$ cat src/lext_pkg.sv
// shared types, codes and sizes for the logic expression tokenizer
`timescale 1ns / 1ps

package lext_pkg;

  localparam int ID_BITS    = 32;
  localparam int MAX_DEPTH  = 255;
  localparam int DEPTH_BITS = $clog2(MAX_DEPTH + 1);
  localparam int NUM_W      = 32;
  localparam int ACC_EXT    = ID_BITS + 4;
  localparam int Q_DEPTH    = 4;
  localparam int Q_PTR_W    = $clog2(Q_DEPTH);
  localparam int Q_CNT_W    = $clog2(Q_DEPTH + 1);
  localparam int OUT_DATA_W = 40;

  localparam logic [7:0] CH_ZERO  = 8'h30;
  localparam logic [7:0] CH_NINE  = 8'h39;
  localparam logic [7:0] CH_OPEN  = 8'h28;
  localparam logic [7:0] CH_CLOSE = 8'h29;
  localparam logic [7:0] CH_OR    = 8'h7c;
  localparam logic [7:0] CH_AND   = 8'h26;
  localparam logic [7:0] CH_NOT   = 8'h7e;
  localparam logic [7:0] CH_STAR  = 8'h2a;
  localparam logic [7:0] CH_SPACE = 8'h20;

  typedef enum logic [2:0] {
    KIND_ID    = 3'd0,
    KIND_OPEN  = 3'd1,
    KIND_CLOSE = 3'd2,
    KIND_OR    = 3'd3,
    KIND_AND   = 3'd4,
    KIND_NOT   = 3'd5,
    KIND_TRUE  = 3'd6,
    KIND_END   = 3'd7
  } kind_t;

  typedef enum logic [2:0] {
    ERR_NONE  = 3'd0,
    ERR_CLOSE = 3'd1,
    ERR_CHAR  = 3'd2,
    ERR_OPEN  = 3'd3,
    ERR_NUM   = 3'd4,
    ERR_DEPTH = 3'd5
  } err_t;

  typedef struct packed {
    kind_t            kind;
    logic [NUM_W-1:0] number;
    err_t             err;
  } token_t;

  typedef struct packed {
    logic [1:0] count;
    token_t     first;
    token_t     second;
  } push_t;

  typedef struct packed {
    token_t tok;
    logic   last;
  } result_t;

endpackage

$ cat src/lext_step.sv
// tokenizer state and per-character decode
`timescale 1ns / 1ps

module lext_step (
  input  logic          clk,
  input  logic          rst,
  input  logic          fire,
  input  logic [7:0]    character,
  input  logic          end_marker,
  output lext_pkg::push_t push
);
  import lext_pkg::*;

  logic [ID_BITS-1:0]    acc;
  logic                  reading;
  logic [DEPTH_BITS-1:0] depth;
  logic                  err_l;

  logic [ID_BITS-1:0]    acc_next;
  logic                  reading_next;
  logic [DEPTH_BITS-1:0] depth_next;
  logic                  err_l_next;

  logic                  is_digit;
  logic [3:0]            digit;
  logic [ACC_EXT-1:0]    acc_ext;
  logic [ACC_EXT-1:0]    prod;
  logic                  overflow;
  logic                  flush;
  logic                  tok_valid;
  token_t                tok;
  token_t                num_tok;

  assign is_digit = (character >= CH_ZERO) && (character <= CH_NINE);
  assign digit    = 4'(character - CH_ZERO);
  assign acc_ext  = reading ? ACC_EXT'(acc) : '0;
  assign prod     = (acc_ext << 3) + (acc_ext << 1) + ACC_EXT'(digit);
  assign overflow = |prod[ACC_EXT-1:ID_BITS];

  assign num_tok.kind   = KIND_ID;
  assign num_tok.number = NUM_W'(acc);
  assign num_tok.err    = ERR_NONE;

  always_comb begin
    acc_next     = acc;
    reading_next = reading;
    depth_next   = depth;
    err_l_next   = err_l;
    flush        = 1'b0;
    tok_valid    = 1'b0;
    tok.kind     = KIND_END;
    tok.number   = '0;
    tok.err      = ERR_NONE;
    if (end_marker) begin
      if (!err_l) begin
        flush     = reading;
        tok_valid = 1'b1;
        tok.err   = (depth != '0) ? ERR_OPEN : ERR_NONE;
      end
      acc_next     = '0;
      reading_next = 1'b0;
      depth_next   = '0;
      err_l_next   = 1'b0;
    end else if (err_l) begin
      // swallow everything until the end beat
    end else if (is_digit) begin
      if (overflow) begin
        tok_valid    = 1'b1;
        tok.err      = ERR_NUM;
        err_l_next   = 1'b1;
        reading_next = 1'b0;
        acc_next     = '0;
      end else begin
        acc_next     = prod[ID_BITS-1:0];
        reading_next = 1'b1;
      end
    end else begin
      flush = reading;
      if (reading) begin
        reading_next = 1'b0;
        acc_next     = '0;
      end
      case (character)
        CH_OPEN: begin
          tok_valid = 1'b1;
          if (depth >= DEPTH_BITS'(MAX_DEPTH)) begin
            tok.err    = ERR_DEPTH;
            err_l_next = 1'b1;
          end else begin
            tok.kind   = KIND_OPEN;
            depth_next = depth + 1'b1;
          end
        end
        CH_CLOSE: begin
          tok_valid = 1'b1;
          if (depth == '0) begin
            tok.err    = ERR_CLOSE;
            err_l_next = 1'b1;
          end else begin
            tok.kind   = KIND_CLOSE;
            depth_next = depth - 1'b1;
          end
        end
        CH_OR: begin
          tok_valid = 1'b1;
          tok.kind  = KIND_OR;
        end
        CH_AND: begin
          tok_valid = 1'b1;
          tok.kind  = KIND_AND;
        end
        CH_NOT: begin
          tok_valid = 1'b1;
          tok.kind  = KIND_NOT;
        end
        CH_STAR: begin
          tok_valid = 1'b1;
          tok.kind  = KIND_TRUE;
        end
        CH_SPACE: begin
          tok_valid = 1'b0;
        end
        default: begin
          tok_valid  = 1'b1;
          tok.err    = ERR_CHAR;
          err_l_next = 1'b1;
        end
      endcase
    end
  end

  always_comb begin
    push.second = tok;
    if (flush) begin
      push.first = num_tok;
    end else begin
      push.first = tok;
    end
    if (fire) begin
      push.count = 2'(flush) + 2'(tok_valid);
    end else begin
      push.count = 2'd0;
    end
  end

  always_ff @(posedge clk) begin
    if (rst) begin
      acc     <= '0;
      reading <= 1'b0;
      depth   <= '0;
      err_l   <= 1'b0;
    end else if (fire) begin
      acc     <= acc_next;
      reading <= reading_next;
      depth   <= depth_next;
      err_l   <= err_l_next;
    end
  end

endmodule

$ cat src/lext_queue.sv
// small result queue taking up to two tokens per beat
`timescale 1ns / 1ps

module lext_queue (
  input  logic                clk,
  input  logic                rst,
  input  lext_pkg::push_t     push,
  output logic                room,
  output logic                out_valid,
  input  logic                out_ready,
  output lext_pkg::result_t   out_result
);
  import lext_pkg::*;

  result_t              mem [Q_DEPTH];
  logic [Q_PTR_W-1:0]   wr_ptr;
  logic [Q_PTR_W-1:0]   rd_ptr;
  logic [Q_CNT_W-1:0]   count;
  logic                 pop;
  logic [Q_PTR_W-1:0]   wr_ptr_p1;

  assign room       = count <= Q_CNT_W'(Q_DEPTH - 2);
  assign out_valid  = count != '0;
  assign out_result = mem[rd_ptr];
  assign pop        = out_valid && out_ready;
  assign wr_ptr_p1  = wr_ptr + 1'b1;

  always_ff @(posedge clk) begin
    case (push.count)
      2'd1: begin
        mem[wr_ptr] <= '{tok: push.first, last: 1'b1};
      end
      2'd2: begin
        mem[wr_ptr]    <= '{tok: push.first, last: 1'b0};
        mem[wr_ptr_p1] <= '{tok: push.second, last: 1'b1};
      end
      default: begin
      end
    endcase
  end

  always_ff @(posedge clk) begin
    if (rst) begin
      wr_ptr <= '0;
      rd_ptr <= '0;
      count  <= '0;
    end else begin
      wr_ptr <= wr_ptr + Q_PTR_W'(push.count);
      if (pop) begin
        rd_ptr <= rd_ptr + 1'b1;
      end
      count <= count + Q_CNT_W'(push.count) - Q_CNT_W'(pop);
    end
  end

endmodule

$ cat src/logic_expression_tokenizer_core.sv
// top level of the logic expression tokenizer
//
// input stream: one character per beat in s_axis_tdata; a beat with
// s_axis_tlast high ends the string and its character is ignored.
// output stream: one token per beat; m_axis_tlast marks the final token
// caused by an input beat. an input beat gives zero, one or two tokens.
// a character is decoded in the cycle it is taken and its tokens are
// registered in the token queue, which drives the output.
// throughput is one input beat per cycle while the receiver is ready and
// each beat yields at most one token; a beat with two tokens (number then
// operator) sends them out one by one through the queue's single port.
// the four-entry token queue keeps s_axis_tready high while at least two
// entries are free, so input keeps flowing while a token waits.
// when the receiver stalls, the queue fills and s_axis_tready drops;
// no token is lost or repeated.
// rst (synchronous) empties the queue and clears the number, the
// parenthesis depth and any latched error.
`timescale 1ns / 1ps

module logic_expression_tokenizer_core (
  input  logic        clk,
  input  logic        rst,
  input  logic        s_axis_tvalid,
  output logic        s_axis_tready,
  input  logic [7:0]  s_axis_tdata,   // character
  input  logic        s_axis_tlast,
  output logic        m_axis_tvalid,
  input  logic        m_axis_tready,
  output logic [39:0] m_axis_tdata,   // surface_number, error_code, zero pad
  output logic [2:0]  m_axis_tuser,   // token_kind
  output logic        m_axis_tlast
);
  import lext_pkg::*;

  logic    fire;
  logic    room;
  push_t   push;
  result_t head;

  assign s_axis_tready = room;
  assign fire          = s_axis_tvalid && room;

  lext_step u_step (
    .clk        (clk),
    .rst        (rst),
    .fire       (fire),
    .character  (s_axis_tdata),
    .end_marker (s_axis_tlast),
    .push       (push)
  );

  lext_queue u_queue (
    .clk        (clk),
    .rst        (rst),
    .push       (push),
    .room       (room),
    .out_valid  (m_axis_tvalid),
    .out_ready  (m_axis_tready),
    .out_result (head)
  );

  assign m_axis_tdata = OUT_DATA_W'({head.tok.err, head.tok.number});
  assign m_axis_tuser = head.tok.kind;
  assign m_axis_tlast = head.last;

endmodule
$ cat config.mk
export PLATFORM = sky130hd
export DESIGN_NAME = logic_expression_tokenizer_core
export DESIGN_NICKNAME = d
export VERILOG_FILES = /design/src/lext_pkg.sv /design/src/lext_step.sv /design/src/lext_queue.sv /design/src/logic_expression_tokenizer_core.sv
export SDC_FILE = /design/constraint.sdc
export NUM_CORES = 1
export LEC_CHECK = 0
export BUFFER_PORTS_ARGS = -buffer_cell sky130_fd_sc_hd__clkbuf_2
export CAP_MARGIN = 20
export CORE_AREA = 2 2 168 137
export DETAILED_ROUTE_END_ITERATION = 12
export DIE_AREA = 0 0 170 139
export PLACE_DENSITY = 0.64
export RECOVER_POWER = 50
export SLEW_MARGIN = 20
export SYNTH_ARGS = -nofsm -noshare
export SYNTH_HDL_FRONTEND = slang
export SYNTH_SLANG_ARGS = --single-unit
$ cat constraint.sdc
create_clock -name clk -period 6.7 [get_ports clk]
set_clock_uncertainty 0.15 [all_clocks]
set_input_delay 0.335 -clock clk [delete_from_list [all_inputs] [get_ports clk]]
set_output_delay 0.335 -clock clk [all_outputs]
set_load 0.005 [all_outputs]
==> results of run 1 <==
cell families (layout without fill, tap and decap cells):
| family | after synthesis | in the layout | share of synthesized area [%] |
|---|---|---|---|
| AO/OA/AOI/OAI | 321 | 321 | 21.79 |
| XOR/XNOR | 44 | 44 | 3.691 |
| adder cells (fa/ha/maj) | 77 | 77 | 9.262 |
| buffers and inverters | 96 | 139 | 3.738 |
| flip-flops | 207 | 207 | 41.18 |
| multiplexers | 42 | 42 | 8.533 |
| other | 1 | 5 | 0.03523 |
| AND/OR/NAND/NOR | 248 | 248 | 11.77 |
synth_stat cells, drive strengths merged (5+ instances only):
| master | count |
|---|---|
| dfxtp | 183 |
| a22o | 128 |
| nand2 | 77 |
| ha | 74 |
| o21ai | 67 |
| a21oi | 54 |
| nor2 | 49 |
| clkbuf | 45 |
| mux4 | 39 |
| and2 | 34 |
| inv | 32 |
| xnor2 | 26 |
| edfxtp | 24 |
| a21o | 19 |
| buf | 19 |
| nand3 | 18 |
| xor2 | 18 |
| nor3 | 12 |
| a211oi | 10 |
| nor2b | 10 |
| nand4 | 8 |
| nor4 | 8 |
| a31oi | 7 |
| nand2b | 7 |
| or3 | 7 |
| a22oi | 6 |
| and3 | 5 |
final timing paths:
path                                      to  cells after the start  slack [ns]                       startpoint
max          u_queue.mem[3][35]$_SDFFE_PP0N_                     21        0.48      u_step.reading$_SDFFE_PP0P_
min               u_step.acc[0]$_SDFFE_PP0P_                      3        0.06                  s_axis_tdata[0]
max reg2reg  u_queue.mem[3][35]$_SDFFE_PP0N_                     21        0.48      u_step.reading$_SDFFE_PP0P_
min reg2reg  u_queue.mem[1][10]$_SDFFE_PP0P_                      1        0.32  u_queue.mem[1][10]$_SDFFE_PP0P_
critical path, stage by stage, from the launching register on:
cell      delay [ns]
dfxtp_1         0.55
and2_1          0.26
xor2_1          0.08
ha_1            0.30
inv_1           0.06
fa_1            0.45
nand2b_1        0.18
a21oi_1         0.20
o21ai_1         0.16
and3b_1         0.28
or4_1           0.49
a21oi_1         0.23
xnor2_1         0.21
and2_0          0.22
a311oi_1        0.11
ha_1            0.31
nand2_1         0.13
ha_1            0.50
nand2b_1        0.26
nor2_2          0.53
buf_4           0.33
a22o_1          0.16
cell usage in the layout, fill, tap and decap left out, types with 16 or more instances in the layout:
cell type and count:
a21o_1 18, ha_1 74, inv_1 31, xnor2_1 25, buf_4 16, a21oi_1 52
a22o_1 128, nor2_1 48, mux4_2 39, clkbuf_2 41, edfxtp_1 24, and2_1 31
xor2_1 18, nand2_1 76, clkbuf_1 16, o21ai_0 61, clkbuf_16 21, dfxtp_1 182
nand3_1 18
cell type report:
| cell class | instances | area, sq um |
|---|---|---|
| clock buffer | 30 | 629.4 |
| clock inverter | 5 | 78.83 |
| fill | 2002 | 10230 |
| inverter | 32 | 120.1 |
| multi-input combinational | 737 | 5889 |
| sequential | 207 | 4385 |
| tap | 280 | 350.3 |
| timing repair buffer | 72 | 382.9 |
sequential cells by signal, summed over array words and instances, names as in the netlist, named ones only:
register,cells
u_queue.count,3
u_queue.mem,156
u_queue.rd_ptr,2
u_queue.wr_ptr,2
u_step.acc,32
u_step.depth,8
u_step.err_l,1
u_step.reading,1
layer usage:
layer | wire length (um) | track usage, %
met4 | 429 | 3.779
met1 | 12670 | 33.01
met3 | 1232 | 2.939
met5 | 0 | 0
met2 | 10440 | 31.54
metrics by stage:
stage,hold WS [ns],worst slack [ns],utilization [%]
3_5_place_dp,0.3103,0.6118,50.66
6_report,0.06092,0.4761,53.63
3_3_place_gp,0.3061,0.7791,50.66
2_1_floorplan,0.2935,1.038,-
4_1_cts,0.03362,0.6300,53.87
5_1_grt,0.08268,0.07707,53.63
power groups by stage:
stage,registers (mW),logic (mW),clock network [mW]
CTS,1.37,0.408,1.22
floorplan,1.34,0.319,0
global route,1.37,0.440,1.27
detailed placement,1.39,0.405,0
global placement,1.39,0.406,0
finish,1.37,0.398,1.20
==> metrics.md, run 1 <==
| Metric | Value |
|---|---|
| Final cell count without fillers | 1363 |
| Clock Latency Late Sink | 0.50 ns |
| Max Freq | 0.1607 GHz |
| Final setup violation count | 0 |
| Leak | 4.899 nW |
| Antenna cells | 0 |
| Number of top-level pins | 59 |
| Vias in the first global route | 7572 |
| Post-detail-place hpwl | 17080 um |
| Syn_area_per_cell | 10.28 sq um |
| Routed wire length per instance | 18.18 um |
| Synth unique cells | 70 |
| Worst Path Class, Setup | reg -> reg |
| Hold violation count in the final report | 0 |
| Post-synth top area cell | dfxtp_1 |
| Remaining DRCs | 0 |
| Clock root buffer | clkbuf_16 |
| Fin crit share | 92.89% |
| H-tree depth | 1 |
| Setup repair after global routing missed its margin | false |
| Relative slew slack | -112.6% |
| Critical Path Start Type | flop |
| DRT Pass-1 Iters | 5 |
| Failing checks | max-capacitance violations, max-slew violations |
| Inst Count DP | 1328 |
| Final setup TNS | 0 ns |
| Port bufs | 53 |
| Sw Share | 25.87% |
| Slew Limit Fails | 40 |
| Pwr dens | 250.1 nW/um^2 |
| Worst-path clk slew | 0.06 ns |
| Yosys warnings | 0 |
| Antenna violations before repair | 0 |
| # resized after CTS | 0 |
| Post-synth EDFFs | 24 |
| Vias | 8056 |
| Pin count of the biggest net entering global routing | 40 |
| Clock sink total | 207 |
| Placed cell area | 11180 sq um |
| Gp weighted congestion | 0.8617 |
| Crit path max fanout | 14 |
| Reg power frac | 46.2% |
| Asr flop ratio synth | 0% |
| Synth area leaders | dfxtp_1 34%, a22o_1 11%, ha_1 8.7% |
| Most used DFF post-synth | dfxtp_1 |
| Slew @ Worst Pin | 3.189 ns |
| Cell Int Power | 2.194 mW |
| Num CTS Buffers | 21 |
| Number of synthesized register bits | 207 |
| Area share of the largest cell type after synthesis | 34.41% |
| Clk pwr share | 40.4% |
| Vias per cell | 5.910 |
| First-pass GRT wire length | 40960 um |
| Mapped cell area | 10650 sq um |
| Die width | 170 um |
| Ratio of cells with drive above 1 in the final layout | 14.22% |
| Final Power | 2.960 mW |
| # Post-CTS Setup Buffers | 0 |
| Layout Cell Area excl Fill | 11840 sq um |
| DIE AREA | 23630 sq um |
| Nets | 1161 |
| Psw | 765.8 uW |
| Share of total power in combinational logic | 13.4% |
| Synth-to-Final Area Change | 11.19% |
| Critical Path Sink Type | flop |
| Initial core utilization | 48.23% |
| Core Box Area | 22070 sq um |
| Total Routed Length | 24770 um |
| Crit path DAT | 6.51 ns |
| Global route total overflow | 0 |
| Remaining antenna violation count | 0 |
| Clk buf depth | 3 |
| Total global routing track utilization | 21.22% |
| Tmin final | 6.224 ns |
| Worst VDD drop | 183.5 uV |
| CTS tree | done |
| Num rows | 49 |
| Synth Instances | 1036 |
| Initial drt markers | 693 |
| Worst EP required | 6.98 ns |
| Max-cap violations | 1 |
| Seq/Total Area, Yosys | 41.18% |
| Hold Crit Class | in -> reg |
| Height of the chip | 139 um |
| Hold buffers post-CTS | 0 |
| Status | finished with violations |
(Power assumes the default switching activity.)
==> inputs of run 2 (changes only) <==
--- a/config.mk
+++ b/config.mk
@@ -7,12 +7,13 @@
 export LEC_CHECK = 0
 export BUFFER_PORTS_ARGS = -buffer_cell sky130_fd_sc_hd__clkbuf_2
 export CAP_MARGIN = 20
-export CORE_AREA = 2 2 168 137
+export CORE_AREA = 2 2 184 150
 export DETAILED_ROUTE_END_ITERATION = 12
-export DIE_AREA = 0 0 170 139
-export PLACE_DENSITY = 0.64
+export DIE_AREA = 0 0 186 152
+export PLACE_DENSITY = 0.63
 export RECOVER_POWER = 50
 export SLEW_MARGIN = 20
 export SYNTH_ARGS = -nofsm -noshare
 export SYNTH_HDL_FRONTEND = slang
+export SYNTH_HIERARCHICAL = 1
 export SYNTH_SLANG_ARGS = --single-unit
==> metrics.md, run 2 <==
| Metric | Value |
|---|---|
| Initial core utilization | 47.62% (-0.61 points) |
| Clk buf depth | 3 (unchanged) |
| Utilization after layout | 51.78% (-1.9 points) |
| Most frequent cell after synthesis | a22o_1 |
| Largest registers | u_queue/mem (156), u_step/acc (32), u_step/depth (8) |
| Worst path buffer plus inverter count | 4 (+2) |
| Hold buffers post-CTS | 0 (unchanged) |
| Yosys warnings | 6 (+6) |
| Commonest non-fill, non-tap cell in the layout | a22o_1 |
| Worst-path clk slew | 0.06 ns (about the same) |
| Die width | 186 um (+9.4%) |
| Total Routed Length | 30600 um (+24%) |
| Synth area leaders | edfxtp_1 36%, a22o_1 13%, dfxtp_1 8.7% |
| Num rows | 54 (+10%) |
| Largest register FFs | 156 (unchanged) |
| Crit path DAT | 6.36 ns (-0.15 ns) |
| Worst VDD drop | 167.8 uV (-8.5%) |
| Vias | 8864 (+10%) |
| Crit-path slowest cell | clkbuf_2 |
| Most frequent cells in the layout | 184 x a22o_1, 152 x edfxtp_1, 75 x ha_1 |
| Remaining DRCs | 0 (unchanged) |
| Status | finished with violations |
| Syn_area_per_cell | 11.72 sq um (+14%) |
| Leak | 5.461 nW (+11%) |
| Height of the chip | 152 um (+9.4%) |
| Routed wire length per instance | 20.58 um (+13%) |
| Crit path max fanout | 39 (+25) |
| # Post-CTS Setup Buffers | 0 (unchanged) |
| Core Box Area | 26690 sq um (+21%) |
| Top reg by flops | u_queue/mem |
| Inst Count DP | 1445 (+8.8%) |
| Most used DFF post-synth | edfxtp_1 |
| Synth-to-Final Area Change | 8.723% |
| DRT Pass-1 Iters | 5 (unchanged) |
| Synth Instances | 1084 (+4.6%) |
| DIE AREA | 28270 sq um (+20%) |
| Post-synth EDFFs | 152 (+530%) |
| Hold_ws | 0.02231 ns (-0.03862 ns) |
| Setup repair after global routing missed its margin | false |
| Antenna cells | 0 (unchanged) |
| Clock Latency Late Sink | 0.53 ns (+0.03 ns) |
| Fin crit share | 91.37% (-1.5 points) |
| Synth unique cells | 77 (+10%) |
| Worst EP required | 6.94 ns (-0.04 ns) |
| Ratio of cells with drive above 1 in the final layout | 12.38% (-1.8 points) |
| Total global routing track utilization | 21.73% (+0.52 points) |
| Clock root buffer | clkbuf_16 |
| First-pass GRT wire length | 48550 um (+19%) |
| Max incr delay on CP | 0.80 ns (+0.25 ns) |
| Failing checks | max-capacitance violations, max-slew violations |
| Final Power | 3.549 mW (+20%) |
| Number of top-level pins | 59 (unchanged) |
| CP cell instances | buf_4 -> nand2_1 -> xnor2_1 -> ha_1 -> a31o_2 -> ha_1 -> a21oi_1 -> o221a_4 -> o41a_1 -> o211a_1 -> o31ai_1 -> mux2i_1 -> nor3_1 -> clkbuf_1 -> o31ai_1 -> ha_1 -> and2_0 -> inv_1 -> ha_1 -> nor3b_2 -> clkbuf_2 -> a22o_1 |
| Gp weighted congestion | 0.8674 (+0.66%) |
| Antenna violations before repair | 2 (+2) |
| Hold Crit Class | in -> reg |
| Max Freq | 0.1634 GHz (+1.7%) |
| Final setup TNS | 0 ns (unchanged) |
| Global route total overflow | 0 (unchanged) |
| Critical Path Sink Type | flop |
| Final cell count without fillers | 1487 (+9.1%) |
| Nets | 1197 (+3.1%) |
| Remaining antenna violation count | 0 (unchanged) |
| Vias in the first global route | 8636 (+14%) |
| Delay-heaviest family, CP | compound AO/OA/AOI/OAI gates |
| Pin count of the biggest net entering global routing | 40 (unchanged) |
| Post-detail-place hpwl | 20140 um (+18%) |
| Tmin final | 6.122 ns (-0.1021 ns) |
| Critical Path Start Type | flop |
| Asr flop ratio synth | 0% (unchanged) |
| Port bufs | 53 (unchanged) |
| H-tree depth | 1 (unchanged) |
| Clock sink total | 207 (unchanged) |
| Max-cap violations | 3 (+2) |
| Area share of the largest cell type after synthesis | 35.91% (+1.5 points) |
| Vias per cell | 5.961 (+0.85%) |
| Pwr dens | 256.9 nW/um^2 (+2.7%) |
| Initial drt markers | 685 (-1.2%) |
| Hold violation count in the final report | 0 (unchanged) |
| CP dominant cell by count | ha_1 |
| Final setup violation count | 0 (unchanged) |
| Worst Path Class, Setup | reg -> reg |
| Slew @ Worst Pin | 3.402 ns (+0.2134 ns) |
| Num CTS Buffers | 23 (+9.5%) |
| Post-synth top area cell | edfxtp_1 |
| CTS tree | done |
| Relative slew slack | -126.8% (-14 points) |
| Slew Limit Fails | 61 (+53%) |
| Number of synthesized register bits | 207 (unchanged) |
| # resized after CTS | 0 (unchanged) |
| Seq/Total Area, Yosys | 44.58% (+3.4 points) |
| Mapped cell area | 12710 sq um (+19%) |
| Commonest cells in the netlist | 184 x a22o_1, 152 x edfxtp_1, 75 x ha_1 |
[run 2: cell count changes after synthesis, sizes merged, moves of 6 or more]
cell    previous run  this run
dfxtp            183        55
edfxtp            24       152
buf               19        79
a22o             128       184
o21ai             67        24
nand2             77        42
and2              34        66
a21oi             54        43
clkbuf            45        34
inv               32        23
nor2              49        40
o211ai             3        10
o311ai             0         6
[run 2: cell type report]
class	count	area (sq um)
fillers	2336	12870
well taps	364	455.4
clock buffers	26	606.8
inverters	23	86.33
multi-input cells	776	6429
flip-flops and latches	207	5668
clock inverters	16	175.2
repair buffers	75	397.9
[run 2: per-layer routing]
layer	vias to the layer above	share of wire, %	track usage (%)
met1	4347	48	32.66
met3	27	6.5	3.547
met4	0	1.3	3.825
li1	4232	-	-
met2	258	44	33.46
met5	-	0	0
[run 2: path summary, 6_finish.rpt]
path | from | end | slack (ns) | cells after the start
min | s_axis_tdata[0] | u_step/acc[0]$_SDFFE_PP0P_ | 0.02 | 2
min reg2reg | u_queue/mem[2][0]$_SDFFE_PP1N_ | u_queue/mem[2][0]$_SDFFE_PP1N_ | 0.34 | 1
max reg2reg | u_step/reading$_SDFFE_PP0P_ | u_queue/mem[1][32]$_DFFE_PP_ | 0.58 | 22
max | u_step/reading$_SDFFE_PP0P_ | u_queue/mem[1][32]$_DFFE_PP_ | 0.58 | 22
[run 2: power by group]
| part | switching (mW) | internal (mW) |
|---|---|---|
| Combinational | 0.354 | 0.317 |
| Sequential | 0.0622 | 1.50 |
| Clock | 0.541 | 0.773 |
| Total | 0.958 | 2.59 |
[run 2: metrics by stage]
stage                     setup WS [ns]  instance area (sq um)
after floorplan                  0.4456                  12840
after global placement           0.8308                  13150
after detailed placement         0.7474                  13150
after CTS                        0.7029                  13930
after global routing             0.1774                  13820
final                            0.5782                  13820
[run 2: kinds of logic after synthesis]
family / share of synthesized area (%)
buffers and inverters: 5.739
xor gates and xnor gates: 2.776
adders and majority gates: 7.856
DFF: 44.58
other: 0.05909
and+or+nand+nor: 10.62
muxes: 7.580
AOI/OAI and AO/OA: 20.79
==> inputs of run 3 (changes only) <==
--- a/config.mk
+++ b/config.mk
@@ -10,7 +10,7 @@
 export CORE_AREA = 2 2 184 150
 export DETAILED_ROUTE_END_ITERATION = 12
 export DIE_AREA = 0 0 186 152
-export PLACE_DENSITY = 0.63
+export PLACE_DENSITY_LB_ADDON = 0.12
 export RECOVER_POWER = 50
 export SLEW_MARGIN = 20
 export SYNTH_ARGS = -nofsm -noshare
==> metrics.md, run 3 (synthesis gave the netlist of run 2 again) <==
| Metric | Value |
|---|---|
| Status | finished with violations |
| Failing checks | max-capacitance violations, max-slew violations |
| Number of top-level pins | 59 (unchanged) |
| Metal3 WL | 1780 um (-10%) |
| Crit-path slowest cell | o311ai_1 |
| CP cell instances | buf_4 -> nand2_1 -> xnor2_1 -> ha_1 -> a31o_2 -> ha_1 -> nand3_1 -> o211ai_1 -> a21oi_1 -> or2_0 -> o311ai_1 -> mux2i_1 -> nor3_1 -> buf_4 -> o31ai_1 -> ha_1 -> and2_0 -> inv_1 -> ha_1 -> nor3b_1 -> or2_2 -> buf_12 |
| Die width | 186 um (unchanged) |
| Ratio of cells with drive above 1 in the final layout | 11.47% (-0.91 points) |
| Relative slew slack | -133.9% (-7.1 points) |
| Hold EP | u_step/acc[0]$_SDFFE_PP0P_ |
| H-tree depth | 1 (unchanged) |
| Met2 routed WL | 13850 um (+2.4%) |
| Critical Path Start Type | flop |
| Slew @ Worst Pin | 3.509 ns (+0.1063 ns) |
| CP dominant cell by count | ha_1 |
| Clock Latency Late Sink | 0.52 ns (about the same) |
| Sw Share | 27.15% (+0.17 points) |
| Max-cap violations | 3 (unchanged) |
| Clk pwr share | 35.0% (-2.0 points) |
| Num rows | 54 (unchanged) |
| Register-to-register path setup slack | 0.76 ns (+0.18 ns) |
| Vias | 8926 (+0.70%) |
| Top reg by flops | u_queue/mem |
| Setup repair after global routing missed its margin | false |
| Synth-to-Final Area Change | 8.476% |
| Remaining DRCs | 0 (unchanged) |
| Fin crit share | 88.72% (-2.7 points) |
| Crit path max fanout | 29 (-26%) |
| Nets | 1199 (+0.17%) |
| Core Box Area | 26690 sq um (unchanged) |
| Placed cell area | 13170 sq um (+0.15%) |
| Critical Path Sink Type | flop |
| # Post-CTS Setup Buffers | 0 (unchanged) |
| Layout Cell Area excl Fill | 13790 sq um (-0.23%) |
| Num CTS Buffers | 24 (+4.3%) |
| Worst VDD drop | 164.4 uV (-2.0%) |
| Height of the chip | 152 um (unchanged) |
| Max incr delay on CP | 0.45 ns (-0.35 ns) |
| Worst Reg2Reg Path Length in Cells | 22 (unchanged) |
| Worst-path clk slew | 0.06 ns (about the same) |
| Worst EP required | 6.75 ns (-0.19 ns) |
| Commonest non-fill, non-tap cell in the layout | a22o_1 |
| Total global routing track utilization | 22.60% (+0.87 points) |
| Min-delay src | s_axis_tdata[0] |
| Tmin final | 5.944 ns (-0.1779 ns) |
| Psw | 942.0 uW (-1.7%) |
| Antenna violations before repair | 0 (-2) |
| Total Routed Length | 31720 um (+3.7%) |
| # resized after CTS | 0 (unchanged) |
| First-pass GRT wire length | 50070 um (+3.1%) |
| Hold violation count in the final report | 0 (unchanged) |
| Utilization after layout | 51.66% (-0.12 points) |
| Share of total power in combinational logic | 20.4% (+1.5 points) |
| Clock root buffer | clkbuf_16 |
| DIE AREA | 28270 sq um (unchanged) |
| Final setup TNS | 0 ns (unchanged) |
| Hold buffers post-CTS | 0 (unchanged) |
| Cell Int Power | 2.527 mW (-2.5%) |
| Initial core utilization | 47.62% (unchanged) |
| Worst Path Class, Setup | reg -> reg |
| Antenna cells | 0 (unchanged) |
| Reg power frac | 44.6% (+0.5 points) |
| Initial drt markers | 635 (-7.3%) |
| Largest register FFs | 156 (unchanged) |
| Highest routed metal layer | met4 |
| Remaining antenna violation count | 0 (unchanged) |
| Routed wire length per instance | 21.30 um (+3.5%) |
| Hold Crit Class | in -> reg |
| Met1 WL | 15620 um (+6.2%) |
| Reg2reg end | u_queue/mem[2][24]$_DFFE_PP_ |
| Pin count of the biggest net entering global routing | 40 (unchanged) |
| Crit path DAT | 6.00 ns (-0.36 ns) |
| Clock sink total | 207 (unchanged) |
| Hold path depth | 2 (unchanged) |
| Largest registers | u_queue/mem (156), u_step/acc (32), u_step/depth (8) |
| Pwr dens | 251.6 nW/um^2 (-2.0%) |
| Leak | 5.421 nW (-0.73%) |
| DRT Pass-1 Iters | 5 (unchanged) |
| Clk buf depth | 3 (unchanged) |
| Port bufs | 53 (unchanged) |
| Reg2reg start | u_step/reading$_SDFFE_PP0P_ |
| Global route total overflow | 0 (unchanged) |
| Most frequent cells in the layout | 184 x a22o_1, 152 x edfxtp_1, 75 x ha_1 |
| Vias per cell | 5.995 (+0.56%) |
| CTS tree | done |
| Slew Limit Fails | 59 (-3.3%) |
| Max Freq | 0.1682 GHz (+3.0%) |
| Vias in the first global route | 8801 (+1.9%) |
| Post-detail-place hpwl | 20590 um (+2.2%) |
| Final setup violation count | 0 (unchanged) |
| Gp weighted congestion | 0.8436 (-2.7%) |
## run 3: cell type report
| class | count | area [sq um] |
|---|---|---|
| Fill cell | 2395 | 12900 |
| Multi-Input combinational cell | 776 | 6424 |
| Sequential cell | 207 | 5668 |
| Clock buffer | 36 | 645.6 |
| Tap cell | 364 | 455.4 |
| Timing Repair Buffer | 76 | 440.4 |
| Inverter | 23 | 86.33 |
| Clock inverter | 7 | 67.56 |
## run 3: worst max path at each step
stage               depth (start not counted)  slack [ns]                   startpoint                      endpoint
floorplan                                  22        0.45  u_step/reading$_SDFFE_PP0P_  u_queue/mem[3][10]$_DFFE_PP_
global placement                           23        0.83  u_step/reading$_SDFFE_PP0P_  u_queue/mem[3][18]$_DFFE_PP_
detailed placement                         23        0.76  u_step/reading$_SDFFE_PP0P_  u_queue/mem[3][18]$_DFFE_PP_
CTS                                        23        0.74  u_step/reading$_SDFFE_PP0P_  u_queue/mem[3][23]$_DFFE_PP_
global route                               22        0.23  u_step/reading$_SDFFE_PP0P_  u_queue/mem[2][24]$_DFFE_PP_
finish                                     22        0.76  u_step/reading$_SDFFE_PP0P_  u_queue/mem[2][24]$_DFFE_PP_
## run 3: per-layer routing
layer / up-vias / GRT usage [%]
met2: 259 / 34.01
met4: 0 / 4.162
li1: 4231 / -
met3: 35 / 3.068
met1: 4401 / 35.00
met5: - / 0
## run 3: per-stage QoR
stage          cells  hold WS [ns]  total power, mW  setup slack [ns]
4_1_cts         1489       0.02846            3.526            0.7414
3_3_place_gp    1446        0.3144            2.305            0.8291
6_report        1489       0.05348            3.469            0.7561
5_1_grt         1489       0.04720            3.626            0.2279
2_1_floorplan   1119        0.2972            2.051            0.4456
3_5_place_dp    1446        0.3212            2.309            0.7603
## run 3: power by group through the flow
stage          clock network (mW)  registers [mW]  logic (mW)
5_1_grt                      1.28            1.56       0.782
6_report                     1.21            1.55       0.708
3_3_place_gp                    0            1.57       0.732
4_1_cts                      1.24            1.55       0.733
3_5_place_dp                    0            1.58       0.732
2_1_floorplan                   0            1.56       0.494
## run 3: critical path, delay by kind of cell, from the launching register on
family	cells	cell delay [ns]
AOI/OAI and AO/OA	5	1.45
and+or+nand+nor	7	1.38
adders and majority gates	4	1.12
buffers and inverters	4	0.71
DFF	1	0.32
muxes	1	0.31
xor gates and xnor gates	1	0.14
